## src/sha1_pkg.sv

```systemverilog
// sha1_pkg: shared types and constants of the sha-1 hash engine
// holds the controller state encoding, the round control bundle and the sha-1 constants
// no dependencies
package sha1_pkg;

   localparam int WORD_W    = 32;
   localparam int BLK_AW    = 4;   // 16 words of block buffer
   localparam int CHAIN_AW  = 3;   // 5 words of chaining value
   localparam int ROUND_W   = 7;   // round counter, 0..79
   localparam int COUNT_W   = 61;  // message byte count

   localparam logic [WORD_W-1:0] K_R0 = 32'h5A82_7999;
   localparam logic [WORD_W-1:0] K_R1 = 32'h6ED9_EBA1;
   localparam logic [WORD_W-1:0] K_R2 = 32'h8F1B_BCDC;
   localparam logic [WORD_W-1:0] K_R3 = 32'hCA62_C1D6;

   localparam logic [WORD_W-1:0] PAD_MARK_WORD = 32'h8000_0000;

   typedef enum logic [2:0] {
      ST_INIT,
      ST_IDLE,
      ST_PAD,
      ST_LOAD,
      ST_ROUND,
      ST_FINAL,
      ST_DREAD,
      ST_DSEND
   } state_type;

   typedef struct packed {
      logic                load;   // shift a chain word into a..e
      logic                step;   // run one round
      logic [ROUND_W-1:0]  round;  // round number of this step
      logic [CHAIN_AW-1:0] sel;    // working variable on rv_word
   } rnd_ctrl_type;

   function automatic logic [WORD_W-1:0] init_word(input logic [CHAIN_AW-1:0] idx);
      logic [WORD_W-1:0] w;
      begin
         unique case (idx)
            3'd0:    w = 32'h6745_2301;
            3'd1:    w = 32'hEFCD_AB89;
            3'd2:    w = 32'h98BA_DCFE;
            3'd3:    w = 32'h1032_5476;
            3'd4:    w = 32'hC3D2_E1F0;
            default: w = '0;
         endcase
         return w;
      end
   endfunction

endpackage

```

## src/sha1_blk_mem.sv

```systemverilog
// sha1_blk_mem: 16-word block buffer, one write and one read port
// read data is registered
// depends on sha1_pkg
module sha1_blk_mem (
   input  logic                                       clock,
   input  logic                                       wr_en,
   input  logic [sha1_pkg::BLK_AW-1:0]                wr_addr,
   input  logic [sha1_pkg::WORD_W-1:0]                wr_data,
   input  logic                                       rd_en,
   input  logic [sha1_pkg::BLK_AW-1:0]                rd_addr,
   output logic [sha1_pkg::WORD_W-1:0]                rd_data
);

   logic [sha1_pkg::WORD_W-1:0] mem [2**sha1_pkg::BLK_AW];
   logic [sha1_pkg::WORD_W-1:0] rd_data_ff;

   always_ff @(posedge clock) begin
      if (wr_en) begin
         mem[wr_addr] <= wr_data;
      end
   end

   always_ff @(posedge clock) begin
      if (rd_en) begin
         rd_data_ff <= mem[rd_addr];
      end
   end

   assign rd_data = rd_data_ff;

endmodule

```

## src/sha1_round_core.sv

```systemverilog
// sha1_round_core: working variables a..e and the 16-word message schedule window
// one sha-1 round per step, schedule words 0..15 come from the block buffer
// depends on sha1_pkg
module sha1_round_core (
   input  logic                          clock,
   input  sha1_pkg::rnd_ctrl_type        ctrl,
   input  logic [sha1_pkg::WORD_W-1:0]   chain_word,
   input  logic [sha1_pkg::WORD_W-1:0]   buf_word,
   output logic [sha1_pkg::WORD_W-1:0]   rv_word
);

   logic [sha1_pkg::WORD_W-1:0] rv_ff    [5];
   logic [sha1_pkg::WORD_W-1:0] sched_ff [16];

   logic [sha1_pkg::WORD_W-1:0] wt;
   logic [sha1_pkg::WORD_W-1:0] f_val;
   logic [sha1_pkg::WORD_W-1:0] k_val;
   logic [sha1_pkg::WORD_W-1:0] sum;
   logic [sha1_pkg::WORD_W-1:0] mix;

   // schedule: sched_ff[k] holds w[t-16+k]
   always_comb begin
      mix = sched_ff[13] ^ sched_ff[8] ^ sched_ff[2] ^ sched_ff[0];
      if (ctrl.round < 7'd16) begin
         wt = buf_word;
      end else begin
         wt = {mix[30:0], mix[31]};
      end
   end

   always_comb begin
      if (ctrl.round < 7'd20) begin
         f_val = (rv_ff[1] & rv_ff[2]) | (~rv_ff[1] & rv_ff[3]);
         k_val = sha1_pkg::K_R0;
      end else if (ctrl.round < 7'd40) begin
         f_val = rv_ff[1] ^ rv_ff[2] ^ rv_ff[3];
         k_val = sha1_pkg::K_R1;
      end else if (ctrl.round < 7'd60) begin
         f_val = (rv_ff[1] & rv_ff[2]) | (rv_ff[1] & rv_ff[3]) | (rv_ff[2] & rv_ff[3]);
         k_val = sha1_pkg::K_R2;
      end else begin
         f_val = rv_ff[1] ^ rv_ff[2] ^ rv_ff[3];
         k_val = sha1_pkg::K_R3;
      end
      sum = {rv_ff[0][26:0], rv_ff[0][31:27]} + f_val + rv_ff[4] + k_val + wt;
   end

   always_ff @(posedge clock) begin
      if (ctrl.load) begin
         // words arrive h4 first, so h0 ends up in a
         rv_ff[4] <= rv_ff[3];
         rv_ff[3] <= rv_ff[2];
         rv_ff[2] <= rv_ff[1];
         rv_ff[1] <= rv_ff[0];
         rv_ff[0] <= chain_word;
      end else if (ctrl.step) begin
         rv_ff[4] <= rv_ff[3];
         rv_ff[3] <= rv_ff[2];
         rv_ff[2] <= {rv_ff[1][1:0], rv_ff[1][31:2]};
         rv_ff[1] <= rv_ff[0];
         rv_ff[0] <= sum;
      end
   end

   always_ff @(posedge clock) begin
      if (ctrl.step) begin
         for (int i = 0; i < 15; i++) begin
            sched_ff[i] <= sched_ff[i+1];
         end
         sched_ff[15] <= wt;
      end
   end

   always_comb begin
      unique case (ctrl.sel)
         3'd0:    rv_word = rv_ff[0];
         3'd1:    rv_word = rv_ff[1];
         3'd2:    rv_word = rv_ff[2];
         3'd3:    rv_word = rv_ff[3];
         3'd4:    rv_word = rv_ff[4];
         default: rv_word = '0;
      endcase
   end

endmodule

```

## src/sha1_hash_engine.sv

```systemverilog
// sha1_hash_engine: sha-1 digest of a word stream; non-last words go into the block buffer,
// the word that fills a block starts a compression (chain load, 80 rounds, chain update) on the
// single shared round unit, during which no word is taken; a last word adds padding
// (at most 18 buffer writes), one or two compressions, then 5 digest words
// reset: synchronous; after reset the engine first writes the initial chain value into the
// chain memory, no word is taken during that sweep
module sha1_hash_engine (
   input  logic        clock,
   input  logic        reset,

   input  logic        req_tvalid,
   output logic        req_tready,
   input  logic [39:0] req_tdata,   // data_word [31:0], valid_bytes [34:32], zero [39:35]
   input  logic        req_tlast,   // last word of the message

   output logic        rsp_tvalid,
   input  logic        rsp_tready,
   output logic [39:0] rsp_tdata,   // digest_word [31:0], word_index [34:32], zero [39:35]
   output logic        rsp_tlast    // fifth digest word
);

   localparam int WW = sha1_pkg::WORD_W;
   localparam int CW = sha1_pkg::COUNT_W;

   // controller registers
   sha1_pkg::state_type               state_ff, state_in;
   logic [sha1_pkg::ROUND_W-1:0]      cnt_ff, cnt_in;       // round, load and word counter
   logic [CW-1:0]                     byte_cnt_ff, byte_cnt_in;
   logic [sha1_pkg::BLK_AW:0]         wptr_ff, wptr_in;     // padding write pointer
   logic                              pad_ff, pad_in;       // message tail in progress
   logic                              mark_ff, mark_in;     // 0x80 marker word still owed
   logic                              len_ok_ff, len_ok_in; // this block carries the length

   // chain memory, 5 words
   logic [WW-1:0]                     chain_mem [5];
   logic [WW-1:0]                     ch_rdata_ff;
   logic                              ch_wr_en, ch_rd_en;
   logic [sha1_pkg::CHAIN_AW-1:0]     ch_wr_addr, ch_rd_addr;
   logic [WW-1:0]                     ch_wr_data;

   // block buffer ports
   logic                              blk_wr_en, blk_rd_en;
   logic [sha1_pkg::BLK_AW-1:0]       blk_wr_addr, blk_rd_addr;
   logic [WW-1:0]                     blk_wr_data, blk_rd_data;

   sha1_pkg::rnd_ctrl_type            rctl;
   logic [WW-1:0]                     rv_word;

   // input word decode
   logic [sha1_pkg::BLK_AW-1:0]       pos;
   logic [2:0]                        nb_sat;
   logic [WW-1:0]                     tail_word;

   assign pos    = byte_cnt_ff[5:2];
   assign nb_sat = (req_tdata[34:32] > 3'd4) ? 3'd4 : req_tdata[34:32];

   // keep the valid leading bytes and, when fewer than four, place the 0x80 marker right after them
   always_comb begin
      unique case (nb_sat)
         3'd0:    tail_word = sha1_pkg::PAD_MARK_WORD;
         3'd1:    tail_word = {req_tdata[31:24], 24'h80_0000};
         3'd2:    tail_word = {req_tdata[31:16], 16'h8000};
         3'd3:    tail_word = {req_tdata[31:8], 8'h80};
         default: tail_word = req_tdata[31:0];
      endcase
   end

   sha1_blk_mem u_blk_mem (
      .clock   (clock),
      .wr_en   (blk_wr_en),
      .wr_addr (blk_wr_addr),
      .wr_data (blk_wr_data),
      .rd_en   (blk_rd_en),
      .rd_addr (blk_rd_addr),
      .rd_data (blk_rd_data)
   );

   sha1_round_core u_round_core (
      .clock      (clock),
      .ctrl       (rctl),
      .chain_word (ch_rdata_ff),
      .buf_word   (blk_rd_data),
      .rv_word    (rv_word)
   );

   // chain memory: one write port, one registered read port
   always_ff @(posedge clock) begin
      if (ch_wr_en) begin
         chain_mem[ch_wr_addr] <= ch_wr_data;
      end
   end

   always_ff @(posedge clock) begin
      if (ch_rd_en) begin
         ch_rdata_ff <= chain_mem[ch_rd_addr];
      end
   end

   always_ff @(posedge clock) begin
      if (reset) begin
         state_ff    <= sha1_pkg::ST_INIT;
         cnt_ff      <= '0;
         byte_cnt_ff <= '0;
         wptr_ff     <= '0;
         pad_ff      <= 1'b0;
         mark_ff     <= 1'b0;
         len_ok_ff   <= 1'b0;
      end else begin
         state_ff    <= state_in;
         cnt_ff      <= cnt_in;
         byte_cnt_ff <= byte_cnt_in;
         wptr_ff     <= wptr_in;
         pad_ff      <= pad_in;
         mark_ff     <= mark_in;
         len_ok_ff   <= len_ok_in;
      end
   end

   always_comb begin
      state_in    = state_ff;
      cnt_in      = cnt_ff;
      byte_cnt_in = byte_cnt_ff;
      wptr_in     = wptr_ff;
      pad_in      = pad_ff;
      mark_in     = mark_ff;
      len_ok_in   = len_ok_ff;

      blk_wr_en   = 1'b0;
      blk_wr_addr = wptr_ff[sha1_pkg::BLK_AW-1:0];
      blk_wr_data = '0;
      blk_rd_en   = 1'b0;
      blk_rd_addr = cnt_ff[sha1_pkg::BLK_AW-1:0] + 4'd1;

      ch_wr_en    = 1'b0;
      ch_wr_addr  = cnt_ff[2:0];
      ch_wr_data  = sha1_pkg::init_word(cnt_ff[2:0]);
      ch_rd_en    = 1'b0;
      ch_rd_addr  = cnt_ff[2:0];

      rctl        = '0;
      req_tready  = 1'b0;
      rsp_tvalid  = 1'b0;

      unique case (state_ff)
         // sweep the initial chain value into the chain memory
         sha1_pkg::ST_INIT: begin
            ch_wr_en = 1'b1;
            if (cnt_ff == 7'd4) begin
               state_in = sha1_pkg::ST_IDLE;
               cnt_in   = '0;
            end else begin
               cnt_in = cnt_ff + 7'd1;
            end
         end

         // take message words into the block buffer
         sha1_pkg::ST_IDLE: begin
            req_tready  = 1'b1;
            blk_wr_addr = pos;
            if (req_tvalid) begin
               blk_wr_en = 1'b1;
               if (!req_tlast) begin
                  blk_wr_data = req_tdata[31:0];
                  byte_cnt_in = byte_cnt_ff + 61'd4;
                  if (pos == 4'd15) begin
                     state_in = sha1_pkg::ST_LOAD;
                     cnt_in   = '0;
                     pad_in   = 1'b0;
                  end
               end else begin
                  blk_wr_data = tail_word;
                  byte_cnt_in = byte_cnt_ff + {58'd0, nb_sat};
                  wptr_in     = {1'b0, pos} + 5'd1;
                  mark_in     = (nb_sat == 3'd4);
                  len_ok_in   = (pos <= 4'd13);
                  pad_in      = 1'b1;
                  state_in    = sha1_pkg::ST_PAD;
               end
            end
         end

         // fill the rest of the block: marker if owed, zeros, bit length in words 14 and 15
         sha1_pkg::ST_PAD: begin
            if (wptr_ff[sha1_pkg::BLK_AW]) begin
               state_in = sha1_pkg::ST_LOAD;
               cnt_in   = '0;
            end else begin
               blk_wr_en = 1'b1;
               wptr_in   = wptr_ff + 5'd1;
               priority if (mark_ff) begin
                  blk_wr_data = sha1_pkg::PAD_MARK_WORD;
                  mark_in     = 1'b0;
                  len_ok_in   = (wptr_ff <= 5'd13);
               end else if (len_ok_ff && wptr_ff == 5'd14) begin
                  blk_wr_data = byte_cnt_ff[60:29];
               end else if (len_ok_ff && wptr_ff == 5'd15) begin
                  blk_wr_data = {byte_cnt_ff[28:0], 3'b000};
               end else begin
                  blk_wr_data = '0;
               end
            end
         end

         // read h4..h0 into a..e, then prefetch schedule word 0
         sha1_pkg::ST_LOAD: begin
            ch_rd_addr = 3'd4 - cnt_ff[2:0];
            ch_rd_en   = (cnt_ff < 7'd5);
            rctl.load  = (cnt_ff != 7'd0);
            if (cnt_ff == 7'd5) begin
               blk_rd_en   = 1'b1;
               blk_rd_addr = '0;
               state_in    = sha1_pkg::ST_ROUND;
               cnt_in      = '0;
            end else begin
               cnt_in = cnt_ff + 7'd1;
            end
         end

         // one round a cycle, buffer word t+1 is read during round t
         sha1_pkg::ST_ROUND: begin
            rctl.step  = 1'b1;
            rctl.round = cnt_ff;
            blk_rd_en  = (cnt_ff < 7'd15);
            if (cnt_ff == 7'd79) begin
               state_in = sha1_pkg::ST_FINAL;
               cnt_in   = '0;
            end else begin
               cnt_in = cnt_ff + 7'd1;
            end
         end

         // read h[i] while h[i-1] + var[i-1] is written back
         sha1_pkg::ST_FINAL: begin
            ch_rd_en   = (cnt_ff < 7'd5);
            rctl.sel   = cnt_ff[2:0] - 3'd1;
            ch_wr_addr = cnt_ff[2:0] - 3'd1;
            ch_wr_data = ch_rdata_ff + rv_word;
            ch_wr_en   = (cnt_ff != 7'd0);
            if (cnt_ff == 7'd5) begin
               cnt_in = '0;
               priority if (!pad_ff) begin
                  state_in = sha1_pkg::ST_IDLE;
               end else if (len_ok_ff && !mark_ff) begin
                  state_in = sha1_pkg::ST_DREAD;
               end else begin
                  // marker, if still owed, and length go in the next block
                  state_in  = sha1_pkg::ST_PAD;
                  wptr_in   = '0;
                  len_ok_in = 1'b1;
               end
            end else begin
               cnt_in = cnt_ff + 7'd1;
            end
         end

         sha1_pkg::ST_DREAD: begin
            ch_rd_en = 1'b1;
            state_in = sha1_pkg::ST_DSEND;
         end

         // present digest word, restore the initial chain word once taken
         sha1_pkg::ST_DSEND: begin
            rsp_tvalid = 1'b1;
            if (rsp_tready) begin
               ch_wr_en = 1'b1;
               if (cnt_ff == 7'd4) begin
                  state_in    = sha1_pkg::ST_IDLE;
                  cnt_in      = '0;
                  byte_cnt_in = '0;
                  pad_in      = 1'b0;
               end else begin
                  state_in = sha1_pkg::ST_DREAD;
                  cnt_in   = cnt_ff + 7'd1;
               end
            end
         end

         default: begin
            state_in = sha1_pkg::ST_INIT;
            cnt_in   = '0;
         end
      endcase
   end

   assign rsp_tdata = {5'b0_0000, cnt_ff[2:0], ch_rdata_ff};
   assign rsp_tlast = (cnt_ff[2:0] == 3'd4);

endmodule

```

## config.mk

```make
export PLATFORM = sky130hd
export DESIGN_NAME = sha1_hash_engine
export DESIGN_NICKNAME = d
export VERILOG_FILES = /design/src/sha1_pkg.sv /design/src/sha1_blk_mem.sv /design/src/sha1_round_core.sv /design/src/sha1_hash_engine.sv
export SDC_FILE = /design/constraint.sdc
export NUM_CORES = 2
export LEC_CHECK = 0
export BUFFER_PORTS_ARGS = -buffer_cell sky130_fd_sc_hd__clkbuf_2
export CAP_MARGIN = 30
export CORE_MARGIN = 8
export CORE_UTILIZATION = 30
export DETAILED_ROUTE_END_ITERATION = 10
export GPL_TIMING_DRIVEN = 0
export PLACE_DENSITY_LB_ADDON = 0.12
export SETUP_SLACK_MARGIN = 0.3
export SYNTH_ARGS = -nofsm -noshare
export SYNTH_HDL_FRONTEND = slang
export SYNTH_SLANG_ARGS = --single-unit
export TNS_END_PERCENT = 5
```

## constraint.sdc

```tcl
create_clock -name clock -period 28.7 [get_ports clock]
set_clock_uncertainty 0.15 [all_clocks]
set_input_delay 4.305 -clock clock [delete_from_list [all_inputs] [get_ports clock]]
set_output_delay 4.305 -clock clock [all_outputs]
set_load 0.01 [all_outputs]
```

==> flow_metrics.py <==
metrics = {
    "critical_path": {
        "cp_max_fo": 10,
        "cp.required_ns": 29.05,
        "worstSetupEndpointType": "register",
        "criticalPathCategory": "register to register",
        "crit_path_start_kind": "register",
        "arrival_ns": 10.51,
    },
    "clock_tree": {
        "cts_max_path_buffers": 3,
        "clock_sinks": 1487,
        "htreeDepth": 4,
        "cts_setup_buffers": 0,
        "root_buffer": "clkbuf_16",
        "cts_resized": 0,
        "cts_tree": "built",
        "postCtsHoldBufs": 0,
        "cts_buffers": 170,
        "clk_pin_slew_ns": 0.06,
        "worst_skew_pair.late_latency_ns": 0.83,
    },
    "yosys": {
        "async_flop_share_pct": 0,
        "synth_edf_count": 1408,
        "ys_warn_count": 0,
        "syn_area_per_cell_um2": 14.7,
        "synth_ff_type": "edfxtp_1",
        "synth-seq-cells": 1487,
        "synth.yosys.seq_area_share_pct": 69.0,
        "netlist_area_mm2": 0.0635,
        "yosysUniqueCellTypes": 82,
        "syn_inst": 4324,
        "synthTopCellsByArea": "edfxtp_1 (67%), fa_1 (3.6%), nand2_1 (2.9%)",
        "synth_top_area_share_pct": 66.5,
        "synth_largest_area_cell": "edfxtp_1",
    },
    "run": {
        "maxCapViolations": 0,
    },
    "sta": {
        "period_share_pct": 35.4,
        "setup_viol": 0,
        "rsz0062_at_grt": "no",
        "relSlewSlack_pct": 27.9,
        "layout_min_cycle_time_ns": 10.17,
        "slew_viol_final": 0,
        "hold_viol": 0,
        "worst_pin_slew_ns": 1.08,
        "fmax_mhz": 98.4,
    },
    "floorplan": {
        "rows": 169,
        "dieArea_mm2": 0.227,
        "core_area_mm2": 0.211,
        "start_util_pct": 30.1,
        "ios": 88,
        "fp.dieW_um": 476,
        "fp.dieH_um": 476,
    },
    "grt": {
        "first_global_vias": 36300,
        "grt_usage_pct": 15.2,
        "grt.busiest_layer": "met2",
        "grt_start_max_net_pins": 43,
        "grt_use_met1_pct": 22.3,
        "groute.layer.met3.usage_pct": 2.44,
        "antenna_found_initial": 11,
        "overflow": 0,
        "use_met2_pct": 23.6,
        "grt_pass1_wl_um": 259000,
    },
    "final_layout": {
        "area_delta_synth_final_pct": 17.2,
        "num-nets-final": 4911,
        "instances_no_fill": 7614,
        "drive_gt1_share_pct": 12.6,
    },
    "route": {
        "viasPerCell": 4.78,
        "drc": 0,
        "drt-total-wl_um": 178000,
        "post_drt_wl_per_cell_um": 23.4,
        "drtIter0Drc": 3238,
        "dr_total_vias": 36400,
        "dr.pass1.iters": 6,
        "drtAntennaViolNets": 0,
    },
    "outcome": {
        "status": "finished clean",
    },
    "power": {
        "p_per_area_mw_per_mm2": 77.0,
        "max-vdd-ir-drop_mv": 0.0503,
        "p_leak_nw": 25.2,
        "total_power_mw": 5.73,
    },
    "min_path": {
        "hold_path_class": "register to register",
    },
    "placement": {
        "placed_cells": 7304,
        "port_buffers": 76,
        "gp_congestion": 0.801,
        "dp_hpwl_um": 129000,
    },
}
cells by family after synthesis:
family	Yosys count	share of synthesized area (%)
xor+xnor	215	2.96
fa+ha+maj	208	5.44
simple gates	1020	7.24
flops	1487	69.0
compound gates	752	8.13
buf+inv	447	2.75
mux	194	4.44
other cells	1	0.00590
registers in the layout, indices dropped and copies added, names as in the netlist:
signal                 count
u_round_core.sched_ff    512
wptr_ff                    5
cnt_ff                     7
u_round_core.rv_ff       160
len_ok_ff                  1
mark_ff                    1
ch_rdata_ff               32
u_blk_mem.rd_data         32
pad_ff                     1
state_ff                   3
chain_mem                160
byte_cnt_ff               61
u_blk_mem.mem            512
synth_stat cells, types with 64 or more instances:
cell type and count:
a211oi_1 77, clkbuf_1 162, edfxtp_1 1408, fa_1 114
mux2_2 64, mux2i_1 66, dfxtp_1 79, nand2_1 498
nor2_1 215, mux4_2 64, a31oi_1 105, ha_1 94
a22oi_1 64, inv_1 237, xnor2_1 164, a21oi_1 97
o21ai_0 123
through the flow:
step                util, %  setup WS [ns]  hold WS (ns)  TNS (ns)  cell area [um2]
CTS                    35.2          18.43         0.240         0            74400
detailed placement     32.7          18.47         0.255         0            69000
global route           35.2          17.94         0.248         0            74400
floorplan                 -           7.51         0.250         0            63600
global placement       31.9          -2.95         0.250    -48.75            67500
finish                 35.2          18.53         0.250         0            74400
critical path, cell delays in order (launching register included):
cell	delay (ns)
dfxtp_1	0.50
clkbuf_1	0.57
clkbuf_1	0.74
clkbuf_1	0.71
clkbuf_1	0.64
inv_1	0.37
ha_1	0.39
clkbuf_1	0.44
nand2_1	0.10
nor3_1	0.81
clkbuf_1	0.62
a22oi_1	0.20
nand2_1	0.15
ha_1	0.22
inv_1	0.07
fa_1	0.41
nor2b_1	0.13
o21ai_1	0.10
a211o_1	0.32
a2111oi_0	0.66
or4b_1	0.29
nand3b_1	0.15
a31oi_1	0.24
nor3_1	0.08
o31ai_1	0.76
placed cells by master (no fill, tap or decap), types with 66 or more instances in the layout:
master / instances
a21oi_1: 95
clkbuf_2: 76
clkbuf_1: 193
mux2i_1: 66
nor2_1: 197
fa_1: 114
ha_1: 94
a31oi_1: 105
nand2_1: 497
a211oi_1: 77
edfxtp_1: 1408
dfxtp_1: 79
clkbuf_16: 171
xnor2_1: 164
inv_1: 237
o21ai_0: 101
cell type report:
cell class	count	area [um2]
antenna	2	5.00
tap	2821	3530
sequential	1487	43900
clock buffer	204	4420
timing repair buffer	158	1740
inverter	240	901
multi-input combinational	2394	18200
clock inverter	101	977
fill	20400	137000
buffer	207	851
final timing paths:
kind	to	slack, ns	from	cells after the start
max	chain_mem[2][28]	18.53	cnt_ff[0]	24
min reg2reg	u_round_core.sched_ff[1][37]	0.25	u_round_core.sched_ff[1][69]	0
min	u_round_core.sched_ff[1][37]	0.25	u_round_core.sched_ff[1][69]	0
max reg2reg	chain_mem[2][28]	18.53	cnt_ff[0]	24
routing by layer:
metal	vias to the layer above	routed length [um]
li1	16800	-
met1	18500	86000
met2	859	80100
met3	229	7770
met4	0	4030
met5	-	0
report_power, final:
part / internal, mW / switching (mW) / total (mW)
Sequential: 2.55 / 0.0251 / 2.57
Combinational: 0.359 / 0.684 / 1.04
Clock: 1.21 / 0.905 / 2.12
No activity file was read; power rests on OpenSTA's default activity.
